--- config.mk ---
export PLATFORM = sky130hd
export DESIGN_NAME = chm_hash
export DESIGN_NICKNAME = d
export VERILOG_FILES = /design/src/hw/rtl/chm_pkg.sv /design/src/hw/rtl/chm_hash.sv
export SDC_FILE = /design/constraint.sdc
export NUM_CORES = 2
export LEC_CHECK = 0
export CAP_MARGIN = 20
export CELL_PAD_IN_SITES_DETAIL_PLACEMENT = 1
export CELL_PAD_IN_SITES_GLOBAL_PLACEMENT = 2
export CORE_MARGIN = 2
export CORE_UTILIZATION = 40
export DETAILED_ROUTE_END_ITERATION = 6
export DONT_BUFFER_PORTS = 1
export GPL_TIMING_DRIVEN = 0
export PLACE_DENSITY_LB_ADDON = 0.1
export SYNTH_ARGS = -nofsm -noshare
export SYNTH_HDL_FRONTEND = slang
export SYNTH_SLANG_ARGS = --single-unit
--- constraint.sdc ---
create_clock -name clk -period 8.59 [get_ports clk]
set_input_delay 0.859 -clock clk [delete_from_list [all_inputs] [get_ports clk]]
set_output_delay 0.859 -clock clk [all_outputs]
set_load 0.005 [all_outputs]
--- src/hw/rtl/chm_pkg.sv ---
// Shared types and constants for the counted hash multiset.
// Depends on nothing; every file of the block but assert_macros.svh imports it.
package chm_pkg;

	localparam int KEY_W = 64;
	localparam int COUNT_OUT_W = 32;
	localparam int TOTAL_W = 7;
	localparam int MAX_RESULTS = 44;

	localparam logic [31:0] MIX_C1 = 32'hed5ad4bb;
	localparam logic [31:0] MIX_C2 = 32'hac4c1b51;
	localparam int MIX_SH1 = 17;
	localparam int MIX_SH2 = 11;
	localparam int MIX_SH3 = 15;

	typedef enum logic [1:0] {
		ACT_INSERT = 2'd0,
		ACT_DROP   = 2'd1,
		ACT_FLUSH  = 2'd2,
		ACT_NONE   = 2'd3
	} action_t;

	typedef enum logic [3:0] {
		ST_NEW         = 4'd0,
		ST_INCREMENTED = 4'd1,
		ST_DECREMENTED = 4'd2,
		ST_REMOVED     = 4'd3,
		ST_ABSENT      = 4'd4,
		ST_FULL        = 4'd5,
		ST_FLUSHED     = 4'd6,
		ST_FLUSH_EMPTY = 4'd7,
		ST_SATURATED   = 4'd8,
		ST_INVALID     = 4'd9
	} status_t;

	typedef enum logic [1:0] {
		SLOT_EMPTY = 2'd0,
		SLOT_LIVE  = 2'd1,
		SLOT_TOMB  = 2'd2
	} slot_t;

endpackage

--- src/hw/rtl/chm_hash.sv ---
// Home-slot hash: xor-shift-multiply mix on one shared 32x32 multiplier,
// then a byte-wise reduction modulo CAPACITY on the same multiplier. Depends on chm_pkg.
module chm_hash import chm_pkg::*; #(
	parameter int CAPACITY = 64
) (
	input  logic                        clk,
	input  logic                        arst_n,
	input  logic                        start,
	input  logic [KEY_W-1:0]            key,
	output logic                        done,
	output logic [$clog2(CAPACITY)-1:0] slot
);
	localparam int IDXW = $clog2(CAPACITY);
	localparam bit POW2 = (CAPACITY & (CAPACITY - 1)) == 0;
	// One modulo step folds the running remainder with the next key byte.
	localparam int VW = IDXW + 8;
	localparam logic [31:0] MOD_M = 32'((64'd1 << VW) / 64'(CAPACITY));

	typedef enum logic [7:0] {
		H_IDLE = 8'b0000_0001,
		H_M1L  = 8'b0000_0010,
		H_M1H  = 8'b0000_0100,
		H_M1A  = 8'b0000_1000,
		H_M2L  = 8'b0001_0000,
		H_M2H  = 8'b0010_0000,
		H_M2A  = 8'b0100_0000,
		H_MOD  = 8'b1000_0000
	} hstate_t;

	hstate_t          st_q;
	logic [63:0]      x_q, acc_q, prod_q;
	logic [2:0]       dig_q;
	logic [IDXW-1:0]  rem_q;
	logic             done_q;
	logic [IDXW-1:0]  slot_q;

	logic [31:0]      mul_a, mul_b;
	logic [63:0]      prod, sum;
	logic [VW-1:0]    mod_v, mod_q, mod_r;

	assign mod_v = {rem_q, x_q[63:56]};
	assign mul_a = (st_q == H_MOD) ? 32'(mod_v) :
		(st_q == H_M1L || st_q == H_M2L) ? x_q[31:0] : x_q[63:32];
	assign mul_b = (st_q == H_MOD) ? MOD_M :
		(st_q == H_M1L || st_q == H_M1H) ? MIX_C1 : MIX_C2;
	assign prod  = 64'(mul_a) * 64'(mul_b);
	assign sum   = acc_q + {prod_q[31:0], 32'd0};

	// The reciprocal quotient is at most one short, so one subtraction corrects it.
	assign mod_q = prod[VW +: VW];
	always_comb begin
		mod_r = mod_v - VW'(int'(mod_q) * CAPACITY);
		if (mod_r >= VW'(CAPACITY)) begin
			mod_r = mod_r - VW'(CAPACITY);
		end
	end

	always_ff @(posedge clk or negedge arst_n) begin
		if (!arst_n) begin
			st_q   <= H_IDLE;
			done_q <= 1'b0;
		end else begin
			done_q <= 1'b0;
			case (st_q)
				H_IDLE: if (start) st_q <= H_M1L;
				H_M1L:  st_q <= H_M1H;
				H_M1H:  st_q <= H_M1A;
				H_M1A:  st_q <= H_M2L;
				H_M2L:  st_q <= H_M2H;
				H_M2H:  st_q <= H_M2A;
				H_M2A: begin
					if (POW2) begin
						done_q <= 1'b1;
						st_q   <= H_IDLE;
					end else begin
						st_q <= H_MOD;
					end
				end
				H_MOD: begin
					if (dig_q == 3'd0) begin
						done_q <= 1'b1;
						st_q   <= H_IDLE;
					end
				end
				default: st_q <= H_IDLE;
			endcase
		end
	end

	always_ff @(posedge clk) begin
		case (st_q)
			H_IDLE: x_q <= key ^ (key >> MIX_SH1);
			H_M1L, H_M2L: prod_q <= prod;
			H_M1H, H_M2H: begin
				acc_q  <= prod_q;
				prod_q <= prod;
			end
			H_M1A: x_q <= sum ^ (sum >> MIX_SH2);
			H_M2A: begin
				x_q    <= sum ^ (sum >> MIX_SH3);
				slot_q <= IDXW'(sum ^ (sum >> MIX_SH3));
				dig_q  <= 3'd7;
				rem_q  <= '0;
			end
			H_MOD: begin
				rem_q <= mod_r[IDXW-1:0];
				x_q   <= x_q << 8;
				dig_q <= dig_q - 3'd1;
				if (dig_q == 3'd0) slot_q <= mod_r[IDXW-1:0];
			end
			default: ;
		endcase
	end

	assign done = done_q;
	assign slot = slot_q;
endmodule

After elaboration in Yosys (flattened, before gate mapping)
Cells that the tools add are included.
{ "totals": {"ff_bits": 216, "in_bits": 67, "output_inout_bits": 7, "word_cells": 51} }
{ "classes": {"n_addsub": 4, "multipliers": 1, "n_lt_le_gt_ge": 1, "n_eq_ne": 10, "mux": 15, "bitwise_logic": 3, "reduce_logical": 9} }
{ "op_table": {"columns": ["operator", "count"], "rows": [
  ["$pmux 64 s4", 1],
  ["$mux 32", 3],
  ["$add 64x64->64", 1],
  ["$mul 32x32->64", 1],
  ["$xor 64x47->64", 1],
  ["$xor 64x49->64", 1],
  ["$xor 64x53->64", 1],
  ["$pmux 8 s7", 1],
  ["$mux 31", 1],
  ["$pmux 6 s2", 2],
  ["$mux 8", 2],
  ["$ge 14x7->1 const B", 1],
  ["$sub 14x14->14", 1],
  ["$mux 6", 2],
  ["$eq 8x1->1 const B", 1],
  ["$eq 8x2->1 const B", 1],
  ["$eq 8x3->1 const B", 1],
  ["$eq 8x4->1 const B", 1],
  ["$eq 8x5->1 const B", 1],
  ["$eq 8x6->1 const B", 1],
  ["$eq 8x7->1 const B", 1],
  ["$eq 8x8->1 const B", 1],
  ["$pmux 3 s2", 1],
  ["$sub 6x1->6 const B", 1],
  ["other kinds (12)", 14]
]} }

Longest topological paths before layout
{ "depth": {"depth_word": 10, "depth_mapped": 35, "depth_no_buf": 32} }

Worst setup path after synthesis
OpenSTA, ideal clock, no wires.
{ "synth_timing": {"path_kind": "reg-to-reg", "startpoint": "register st_q[6]", "endpoint": "register prod_q[63], data pin", "setup_ns": 0.258, "arrival_time_ns": 8.932, "required_ns": 8.332, "path_slack_ns": -0.599, "path_stages_with_launch": 34, "n_path_buf": 3, "period_less_slack_ns": 9.189, "path_cell_list": "dfrtp_1 -> nor4_1 -> nand2b_1 -> a21oi_2 -> buf_2 -> buf_2 -> mux2i_1 -> inv_1 -> nand2_1 -> inv_1 -> ha_1 -> fa_1 -> inv_1 -> fa_1 -> inv_1 -> fa_1 -> fa_1 -> fa_1 -> fa_1 -> inv_1 -> fa_1 -> inv_1 -> ha_1 -> clkbuf_1 -> and2_1 -> a311oi_1 -> and2b_1 -> and2_1 -> o311a_1 -> nor2_1 -> a211o_1 -> a221o_1 -> a21oi_2 -> xnor2_1"} }
{ "synth_between": {"elab_chain_len": 5, "elab_cells_between_ends": 11, "classes_between": "mul: 1; eq/ne: 4; mux: 4; reduce/logical: 2"} }
{ "synth_rtl": {"columns": ["item", "line_no", "rtl"], "rows": [
  ["from (decl)", "chm_hash.sv:30", "hstate_t st_q;"],
  ["from (signal assigned)", "chm_hash.sv:60", "st_q <= H_IDLE;"],
  ["from (signal assigned)", "chm_hash.sv:65", "H_IDLE: if (start) st_q <= H_M1L;"],
  ["from (signal assigned)", "chm_hash.sv:66", "H_M1L: st_q <= H_M1H;"],
  ["$eq 8x2->1 (tied with other cells)", "chm_hash.sv:43, chm_hash.sv:45", null],
  ["$logic_or 1x1->1 (on tied branches)", "chm_hash.sv:43, chm_hash.sv:45", null],
  ["$mux 32 or $mux 31 (tied branches)", "chm_hash.sv:43, chm_hash.sv:45", null],
  ["$mux 32 (on tied branches)", "chm_hash.sv:42, chm_hash.sv:44", null],
  ["$mul 32x32->64 (*)", "chm_hash.sv:46", "assign prod = 64'(mul_a) * 64'(mul_b);"],
  ["via prod[63]", "chm_hash.sv:38", "logic [63:0] prod, sum;"],
  ["to (signal assigned)", "chm_hash.sv:93", "H_M1L, H_M2L: prod_q <= prod;"],
  ["to (signal assigned)", "chm_hash.sv:96", "prod_q <= prod;"],
  ["to (decl)", "chm_hash.sv:31", "logic [63:0] x_q, acc_q, prod_q;"]
]} }
The timed path passes the listed nets; every way through them passes the cells marked *.
A chain may end at the register's enable or synchronous reset.

Worst setup path after layout
{ "layout_timing": {"startpoint": "register st_q[2]", "endpoint": "register prod_q[63], data pin"} }
Same word-level chain as after synthesis.

==> metrics.md <==
| Metric | Value |
|---|---|
| Slew HR | 25.0% |
| Max Cap Viol | 0 |
| Post-Place Cells | 4,629 |
| Synthesized flop and latch total | 206 |
| Worst-Skew Late Latency | 0.52 ns |
| CP Data Arrival Time | 9.43 ns |
| Average cell area after synthesis | 10.2 sq um |
| Most common cell after layout, fill and taps aside | inv_1 |
| Gate Count Post-Synth | 3,456 |
| Synth Area in Simple Gates | 6.12% |
| Clk root buf | clkbuf_16 |
| Maximum clock path buffer count | 3 |
| Type of the worst setup path | flip-flop to flip-flop |
| Htree depth | 1 |
| Gr usage total | 30.9% |
| Clock sink total | 206 |
| Most used cell, CP | fa_1 |
| Largest net degree at the start of global routing | 66 |
| DP Wirelength | 112 mm |
| Post-Synth Adder-Cell Area | 51.1% |
| Tightest Pin Transition | 1.12 ns |
| Most frequent cells in the layout | 767 x inv_1, 540 x fa_1, 445 x ha_1, 217 x buf_4, 198 x edfxtp_1 |
| HP Class | input port to async pin |
| Xor and xnor area share after synthesis | 4.87% |
| Nets | 4,907 |
| Core Box Area | 0.0881 sq mm |
| Worst Path Max Fanout | 9 |
| CP endpoint kind | flip-flop |
| Starting Density | 40.2% |
| Vias in the first global route | 29,400 |
| Fillers | 9,579 |
| Final Setup Violations | 25 |
| Tcrit/Tclk final | 107% |
| Buffers added on ports | 0 |
| Final Util | 48.7% |
| R2R cell count | 38 |
| Fin. max-slew vios | 0 |
| Failing checks | negative setup slack |
| Initial drt markers | 1,779 |
| Multiplexer share of the synthesized area | 0.943% |
| Clock buffer count from CTS | 21 |
| Main combinational cell family by area after synthesis | adder cells |
| Cell area after synthesis | 0.0354 sq mm |
| Area of the die | 0.0910 sq mm |
| Worst Setup Start Kind | flip-flop |
| Max Freq | 109 MHz |
| Die W | 302 microns |
| Layout area overhead | 21.1% |
| Vias/cell | 5.41 |
| Area occupied by multi-input gates | 0.0278 sq mm |
| Synth warn | 0 |
| First-pass GRT wire length | 202 mm |
| Post-synth EDFFs | 198 |
| Top FF cell, synth | edfxtp_1 |
| WL final | 139 mm |
| Max stage delay on crit path | 0.57 ns |
| Compound-gate portion of the synthesized area | 9.11% |
| Async set or reset register ratio after synthesis | 3.88% |
| CTS clk-pin slew, worst paths | 0.07 ns |
| Die Y | 302 microns |
| Fin worst setup slack | -0.571 ns |
| RSZ-0062 raised after global routing | yes |
| Final Hold Viols | 0 |
| Synth cell types | 88 |
| Via count | 26,700 |
| Clock skew | 0.0139 ns |
| Reg area | 0.00615 sq mm |
| Period minus WS final | 9.16 ns |
| Drt pass-1 iters | 5 |
| Antenna violations before repair | 4 |
| Per-cell routed wire length | 28.1 microns |
| Layout cells sized above 1 | 20.9% |
| Routability congestion estimate | 0.932 |
| Data required, critical path | 8.86 ns |
| Status | finished with violations |
| Post-route ant nets | 0 |
| Post-route DRC | 0 |
| CP max stage cell | fa_1 |
| Row cnt | 109 |
| Gr ovfl total | 0 |
| Non-filler cells, final | 4,931 |
| CTS tree | done |
| Register area share after synthesis | 17.4% |
| Io pins | 74 |
==> final timing paths <==
| check | startpoint | end | slack (ns) |
|---|---|---|---|
| worst min-delay path | arst_n | st_q[6] | 0.02 |
| worst min register to register | prod_q[37] | acc_q[37] | 0.41 |
| worst max-delay path | st_q[2] | prod_q[63] | -0.57 |
| max in group asynchronous | arst_n | st_q[0] | 8.39 |
| worst max register to register | st_q[2] | prod_q[63] | -0.57 |
| min in group clk | prod_q[37] | acc_q[37] | 0.41 |
==> flip-flops by register name, indices dropped and copies added, names as in the netlist <==
signal,cells
acc_q,64
prod_q,64
x_q,64
st_q,7
slot,6
done,1
==> Yosys cell counts (all sizes together) (4+ instances only) <==
cell type / instances / area, sq um
inv: 847 / 3180
fa: 596 / 11900
ha: 494 / 6180
edfxtp: 198 / 5950
nand2: 194 / 728
xnor2: 125 / 1120
clkbuf: 123 / 462
nor2: 118 / 443
a21oi: 113 / 588
o21ai: 111 / 563
xor2: 65 / 584
a21o: 39 / 293
o22ai: 37 / 245
a22oi: 31 / 233
nor3: 27 / 140
o221ai: 26 / 228
nand3: 25 / 125
nand4: 24 / 150
o21bai: 22 / 165
mux2i: 21 / 210
o221a: 16 / 180
a221oi: 14 / 123
and2: 14 / 87.6
and3: 13 / 81.3
nor2b: 13 / 81.3
buf: 12 / 51.3
or2: 12 / 75.1
mux2: 11 / 124
nand2b: 11 / 68.8
a31oi: 10 / 77.6
dfrtp: 7 / 175
o21a: 7 / 60.1
a21boi: 6 / 52.5
or3: 6 / 37.5
o211ai: 5 / 42.5
a2111oi: 4 / 47.6
a211oi: 4 / 30.0
nor4: 4 / 40.0
o2111ai: 4 / 41.3
o31ai: 4 / 35.0
==> logic make-up (layout without fill, tap and decap cells) <==
logic type	Yosys count	count (layout)
adder cells (fa/ha/maj)	1090	1090
buffers and inverters	985	1291
AO/OA/AOI/OAI	476	476
AND/OR/NAND/NOR	474	474
flip-flops	206	206
XOR/XNOR	191	191
multiplexers	32	32
other	2	6
==> worst max-delay path: cells and delay by family, from the launching register on <==
kind                       cells  cell delay [ns]
buffers and inverters         14             1.44
xor gates and xnor gates       1             0.09
AOI/OAI and AO/OA              7             1.61
muxes                          1             0.24
adders and majority gates      9             4.06
and+or+nand+nor                6             1.03
DFF                            1             0.41
==> cell type report <==
class / count / share of cell area, %
Buffer: 110 / 1.47
Clock buffer: 23 / 1.24
Inverter: 850 / 7.91
Timing Repair Buffer: 294 / 6.59
Multi-Input combinational cell: 2267 / 64.8
Clock inverter: 14 / 0.295
Sequential cell: 206 / 14.3
Tap cell: 1165 / 3.40
Antenna cell: 2 / 0.0117
==> metal layers <==
layer	up-vias	global-route usage, %	share of wire (%)
met5	-	0	0
met4	0	13.0	5.7
met3	245	2.84	5.0
met2	836	50.1	46
met1	13900	42.5	43
li1	11700	-	-
==> repair_timing <==
item,CTS,global route
cloned,3,0
buffers inserted,235,57
pin swaps,108,107
hold buffers,0,0
hold endpoints to repair,0,0
endpoints found under the setup margin,51,37
resized for setup,485,161
==> per-stage QoR <==
step / setup slack, ns / hold WS [ns] / area (sq um) / setup TNS (ns)
4_1_cts: -0.559 / 0.0171 / 41900 / -5.31
6_report: -0.571 / 0.0220 / 42900 / -7.66
3_3_place_gp: -3.47 / 0.404 / 37000 / -118.60
5_1_grt: -0.755 / 0.0119 / 42900 / -13.14
3_5_place_dp: -3.58 / 0.405 / 37100 / -114.79
2_1_floorplan: 0.0121 / 0.400 / 35600 / 0
Power is left out: the tool's default activity adds up to more than one toggle a clock period on the data nets, which glitch-free logic cannot reach.
